[src/hdl/c3lb_pkg.sv]
// Shared types, constants and helpers for the 3x3 line-buffer convolution unit.
package c3lb_pkg;

  localparam int LINE_WIDTH = 512;
  localparam int COL_W      = $clog2(LINE_WIDTH);
  localparam int ROW_W      = 12;
  localparam int FCOLS_W    = 10;
  localparam int PIX_W      = 8;
  localparam int SUM_W      = 16;
  localparam int LS_DW      = 2 * PIX_W;
  localparam int WROW_W     = 3 * PIX_W;
  localparam int TAPS       = 9;
  localparam int APB_AW     = 5;
  localparam int APB_DW     = 32;
  localparam int Q_DEPTH    = 2;
  localparam int Q_AW       = $clog2(Q_DEPTH);
  localparam int Q_CW       = $clog2(Q_DEPTH + 1);

  localparam logic [ROW_W-1:0]   FROWS_RST = ROW_W'(416);
  localparam logic [FCOLS_W-1:0] FCOLS_RST = FCOLS_W'(416);

  typedef enum logic [2:0] {
    REG_ROWS = 3'd0,
    REG_COLS = 3'd1,
    REG_W0   = 3'd2,
    REG_W1   = 3'd3,
    REG_W2   = 3'd4
  } reg_idx_e;

  typedef logic [2:0][WROW_W-1:0] weights_t;

  typedef struct packed {
    logic [TAPS-1:0][SUM_W-1:0] prod;
    logic                       zero;
    logic                       last;
    logic [3:0]                 keep;
    logic [3:0]                 strobe;
    logic                       user;
    logic                       id;
    logic                       dest;
  } item_t;

  function automatic logic [SUM_W-1:0] mul8(logic [PIX_W-1:0] a, logic [PIX_W-1:0] b);
    logic signed [SUM_W-1:0] p;
    p = SUM_W'($signed(a)) * SUM_W'($signed(b));
    return p;
  endfunction

endpackage

[src/hdl/c3lb_back.sv]
// Back end: sums the nine tap products and holds the output register.
module c3lb_back (
  input  logic                        clk_i,
  input  logic                        rst_ni,
  input  c3lb_pkg::item_t             head_i,
  input  logic                        empty_i,
  output logic                        pop_o,
  output logic                        valid_o,
  input  logic                        stall_i,
  output logic [c3lb_pkg::SUM_W-1:0]  conv_sum_o,
  output logic                        frame_last_o,
  output logic [3:0]                  out_keep_o,
  output logic [3:0]                  out_strobe_o,
  output logic                        out_user_o,
  output logic                        out_id_o,
  output logic                        out_dest_o
);
  import c3lb_pkg::*;

  logic             out_v_q;
  logic [SUM_W-1:0] sum, s01, s23, s45, s67;

  assign pop_o = !empty_i && (!out_v_q || !stall_i);

  always_comb begin
    s01 = head_i.prod[0] + head_i.prod[1];
    s23 = head_i.prod[2] + head_i.prod[3];
    s45 = head_i.prod[4] + head_i.prod[5];
    s67 = head_i.prod[6] + head_i.prod[7];
    sum = (s01 + s23) + (s45 + s67) + head_i.prod[8];
  end

  always_ff @(posedge clk_i or negedge rst_ni) begin
    if (!rst_ni) begin
      out_v_q <= 1'b0;
    end else if (pop_o) begin
      out_v_q <= 1'b1;
    end else if (!stall_i) begin
      out_v_q <= 1'b0;
    end
  end

  always_ff @(posedge clk_i) begin
    if (pop_o) begin
      conv_sum_o   <= head_i.zero ? '0 : sum;
      frame_last_o <= head_i.last;
      out_keep_o   <= head_i.keep;
      out_strobe_o <= head_i.strobe;
      out_user_o   <= head_i.user;
      out_id_o     <= head_i.id;
      out_dest_o   <= head_i.dest;
    end
  end

  assign valid_o = out_v_q;

endmodule

[config.mk]
export PLATFORM = sky130hd
export DESIGN_NAME = c3lb_back
export DESIGN_NICKNAME = d
export VERILOG_FILES = /design/src/hdl/c3lb_pkg.sv /design/src/hdl/c3lb_back.sv
export SDC_FILE = /design/constraint.sdc
export NUM_CORES = 1
export LEC_CHECK = 0
export BUFFER_PORTS_ARGS = -buffer_cell sky130_fd_sc_hd__buf_2
export CAP_MARGIN = 20
export CORE_MARGIN = 4
export CORE_UTILIZATION = 47
export DETAILED_ROUTE_END_ITERATION = 8
export PLACE_DENSITY = 0.84
export RECOVER_POWER = 25
export SLEW_MARGIN = 20
export SYNTH_ARGS = -nofsm -noshare
export SYNTH_HDL_FRONTEND = slang
export SYNTH_SLANG_ARGS = --single-unit
[constraint.sdc]
create_clock -name clk_i -period 5 [get_ports clk_i]
set_input_delay 0.5 -clock clk_i [delete_from_list [all_inputs] [get_ports clk_i]]
set_output_delay 0.5 -clock clk_i [all_outputs]
set_load 0.005 [all_outputs]
Word level (Yosys, flattened, before mapping)
Index checks and enable logic that the tools add are counted.

Memories kept: 0. Bits in read-only memories: 0. Bits in latches: 0. Memory bits (writable): 0. Flip-flop bits (word level): 29. Input port bits: 161.

Multiplexer cells: 2. Shift-type cells: 0. Equality and inequality tests: 1. $lt $le $gt $ge: 0. Divide/modulo/power cells: 0. Reduce and logical (&&, ||, !) cells: 5. Bitwise gates (word level): 0. Multipliers: 0. $add $sub $neg: 8.

Operators by type and width (count): $add A16 B16 Y16 (8); $logic_not A1 Y1 (3); $mux W1 (2); $ne A2 B2 Y1 const B (1); $logic_and A1 B1 Y1 (1); $logic_or A1 B1 Y1 (1).

Logic depth before layout (Yosys ltp)
Word-level depth: 4. Mapped depth: 17.

Least setup slack after synthesis
Ideal clock, no wire load.

Path type: input-to-reg. Start point: in head_i[111] (netlist name). End point: reg conv_sum_o[12] (netlist name), data pin. Required time: 4.734 ns. Path buffers: 0. Setup slack: 0.572 ns. Library setup time: 0.266 ns. Cell stages on the path: 15. Arrival time: 4.162 ns. Cell sequence: fa_1 > fa_1 > fa_1 > inv_1 > fa_1 > inv_1 > ha_1 > inv_1 > fa_1 > and2b_4 > o2111a_1 > or3b_1 > a21oi_2 > xor2_1 > nor2_1.

Word-level cells in the longest chain between the ends: 4.

Ends and longest elaborated chain: start, declared (RTL line c3lb_back.sv:5) `input c3lb_pkg::item_t head_i,`; $add A16 B16 Y16 (RTL line c3lb_back.sv:29) `s67 = head_i.prod[6] + head_i.prod[7];`; $add A16 B16 Y16 (3 in a row) (RTL line c3lb_back.sv:30) `sum = (s01 + s23) + (s45 + s67) + head_i.prod[8];`; end signal, assigned (RTL line c3lb_back.sv:45) `conv_sum_o <= head_i.zero ? '0 : sum;`; end, declared (RTL line c3lb_back.sv:10) `output logic [c3lb_pkg::SUM_W-1:0] conv_sum_o,`.

Every way passes these cells. A chain may end at the register's enable or synchronous reset.

Worst setup path after layout
Start point: in head_i[15] (netlist name). End point: reg conv_sum_o[14] (netlist name), data pin.

Word-level cells in the longest chain between the ends: 4.

Ends and longest elaborated chain: $add A16 B16 Y16 (RTL line c3lb_back.sv:26) `s01 = head_i.prod[0] + head_i.prod[1];`; $add A16 B16 Y16 (3 in a row) (RTL line c3lb_back.sv:30).

Every way passes these cells.

==> summary.md <==
| Metric | Value |
|---|---|
| Normalized max-slew margin | `-2.088%` |
| Synth-to-Final Area Change | `28.43%` |
| Hold WC Path Type | `in2reg` |
| Vias in the first global route | `3453` |
| Fin Hold WS | `a little under 400 ps` |
| Register area share after synthesis | `between 20% and 30%` |
| Die ar. | `around 0.011 mm2` |
| Mapped Cells | `380` |
| Max Clock Skew | `approximately 3.0 ps` |
| Initial antenna violation count | `0` |
| Max Slew Vio Count | `30` |
| Die Y-Extent | `a little over 100 um` |
| Status | `finished with violations` |
| Io pins | `about 190` |
| Dominant cell type by area after synthesis | `fa_1` |
| Clock-pin slew on the worst setup and hold paths | `60 ps` |
| Mean routed wirelength per cell | `approximately 12 um` |
| DRT Pass-1 Iters | `4` |
| Post-layout util | `about 62%` |
| Max-cap check violation count | `1` |
| FFs w/ async S/R, synth | `3.448%` |
| Cell Pwr Density | `610.7 mW/mm2` |
| Post-synth top cells | `138 x inv_1, 101 x fa_1, 28 x edfxtp_1, 19 x nor2_1, 18 x xnor2_1` |
| Number of library cell types mapped by synthesis | `34` |
| GP Congestion | `roughly 0.77` |
| Wirelength, routed | `8338 um` |
| Post-Synthesis Mean Instance Area | `11.13 um2` |
| ANT cells | `0` |
| Startpoint types | `input port` |
| Worst Path Max Fanout | `3` |
| Critical path class | `in2reg` |
| RSZ-0062 raised after global routing | `false` |
| Net switching power | `roughly 1.5 mW` |
| Largest stage delay, worst path | `about 550 ps` |
| Std-Cell Rows | `34` |
| CP arrival | `between 4000 and 5000 ps` |
| Share of cells above drive strength 1 | `about 34%` |
| Synth top area cells | `fa_1 48%, edfxtp_1 20%, inv_1 12%` |
| Worst VDD drop | `just under 0.4 mV` |
| Seq pwr share | `a little over an eighth` |
| Sw Ratio | `approximately 47%` |
| Largest net degree at the start of global routing | `30` |
| Syn Nets | `658` |
| Final hold vios | `0` |
| Tot GR Track Use | `~16%` |
| Synth warnings | `0` |
| P_leak | `2.896 nW` |
| Top-count cell post-synth | `inv_1` |
| TNS Setup | `0 ps` |
| Iteration-0 DRC count of the detailed router | `91` |
| Synth Register Bits | `29` |
| Final setup viols | `0` |
| Initial core utilization | `48.49%` |
| Gates resized, CTS repair | `0` |
| Routed vias | `~3100` |
| Clock insertion delay at the later pin of the skew report | `between 200 and 300 ps` |
| Failing checks | `max-capacitance violations, max-slew violations` |
| Clock share of power | `6.9%` |
| Crit-path cells | `buf_2 -> inv_1 -> fa_1 -> inv_1 -> fa_1 -> fa_1 -> inv_1 -> fa_1 -> inv_1 -> ha_1 -> inv_1 -> fa_1 -> and2b_4 -> o2111a_1 -> nor2_1 -> a311oi_1 -> xnor2_1 -> nor2_1` |
| Nets | `856` |
| CTS tree | `done` |
| Predominant post-synthesis flop cell | `edfxtp_1` |
| Final Cycle Share | `around nine tenths` |
| Number of enable flip-flop cells after synthesis | `28` |
| Drc violations | `0` |
| Slew @ Worst Pin | `1531 ps` |
| Highest Clock Rate | `roughly 220 MHz` |
| Root Buffer | `clkbuf_8` |
| Count of input and output buffers | `190` |
| Post-route antenna net violation count | `0` |
| # clock sinks | `29` |
| Comb pwr share | `80.1%` |
| First-pass GRT wire length | `between 10000 and 15000 um` |
| Grt ovf | `0` |
| TritonCTS Buffers | `5` |
| Tot Pwr | `about 3.3 mW` |
| Yosys top cell area share | `between 40% and 50%` |
| Vias/cell | `4.574` |
| Nature of the critical path endpoint | `flop` |
| Tmin final | `roughly 4500 ps` |
| CTS Buffer Depth | `2` |
| Core Footprint | `roughly 0.0087 mm2` |
| Internal Pwr Total | `between 1.5 and 2 mW` |
| Critical Path RT | `roughly 5000 ps` |
| Die width | `around 100 um` |
| DP Wirelength | `7788 um` |
| Area of the mapped netlist | `~0.0042 mm2` |
| Max H-tree Level | `2` |
| Worst path slowest cell | `fa_1` |
[area by class of cell]
| cell class | instances | area (um2) |
|---|---|---|
| Clock buffer | 6 | 72.57 |
| Clock inverter | 2 | 33.78 |
| Fill cell | 689 | 3289 |
| Inverter | 138 | 518.0 |
| Multi-Input combinational cell | 212 | 2841 |
| Sequential cell | 29 | 865.8 |
| Tap cell | 108 | 135.1 |
| Timing Repair Buffer | 192 | 964.7 |
[worst paths after layout]
kind                       slack, ps             end  depth (start not counted)        from
hold reg to reg                  500         valid_o                          2     valid_o
hold / removal                   390         valid_o                          2     empty_i
setup / recovery                 520  conv_sum_o[14]                         18  head_i[15]
setup reg to reg                2950        out_id_o                          2     valid_o
min in group asynchronous        540         valid_o                          2      rst_ni
max in group asynchronous       4380         valid_o                          2      rst_ni
[critical path: cells and delay by family]
| family | cells | cell delay, ps |
|---|---|---|
| and+or+nand+nor | 3 | 380 |
| AOI/OAI and AO/OA | 2 | 520 |
| adders and majority gates | 6 | 2570 |
| xor gates and xnor gates | 1 | 160 |
| buffers and inverters | 6 | 370 |
[metrics by stage]
| stage | setup WS (ps) | cell area, um2 | std cells |
|---|---|---|---|
| 6_report | 520.2 | 5431 | 687 |
| 5_1_grt | 309.9 | 5431 | 687 |
| 4_1_cts | 501.2 | 5439 | 687 |
| 3_5_place_dp | 212.2 | 5323 | 678 |
| 3_3_place_gp | 322.0 | 5323 | 678 |
| 2_1_floorplan | 572.0 | 4229 | 380 |
[power by group through the flow]
stage | clock [mW] | sequential (mW) | combinational [mW]
2_1_floorplan | 0 | 0.447 | 2.06
3_3_place_gp | 0 | 0.435 | 2.60
3_5_place_dp | 0 | 0.436 | 2.68
4_1_cts | 0.233 | 0.431 | 2.70
5_1_grt | 0.244 | 0.438 | 3.12
6_report | 0.228 | 0.431 | 2.66
[layout by cell type, fill, tap and decap left out, drive strengths merged, types with 2 or more instances in the layout]
master and count:
o21a 2, a21oi 9, nor2b 5, o21ai 7, xnor2 18, edfxtp 28
a211oi 2, inv 138, clkbuf 7, xor2 6, nor3 4, nand2 7
nor2 19, ha 16, buf 190, fa 101
[registers in the layout, summed over array words and instances, names as in the netlist]
| register | count |
|---|---|
| out_dest_o | 1 |
| frame_last_o | 1 |
| out_id_o | 1 |
| out_user_o | 1 |
| conv_sum_o | 16 |
| out_keep_o | 4 |
| valid_o | 1 |
| out_strobe_o | 4 |
[routing by layer]
metal	global-route usage, %	up-vias	routed length (um)	share of wire [%]
li1	-	1496	-	-
met1	18.13	1490	2844	34
met2	32.67	146	4596	55
met3	2.774	10	807	9.7
met4	2.988	0	89	1.1
met5	0	-	0	0
[kinds of logic after synthesis]
logic type,count (synthesis),synth area share [%]
and+or+nand+nor,41,4.557
buffers and inverters,139,12.34
adders and majority gates,117,52.54
xor gates and xnor gates,24,4.970
DFF,29,20.47
AOI/OAI and AO/OA,30,5.119
[timing repair]
item | in CTS | in global routing
buffers inserted | 0 | 0
endpoints found under the hold margin | 1 | 0
hold buffers | 1 | 0
No activity file was read; power rests on OpenSTA's default activity.
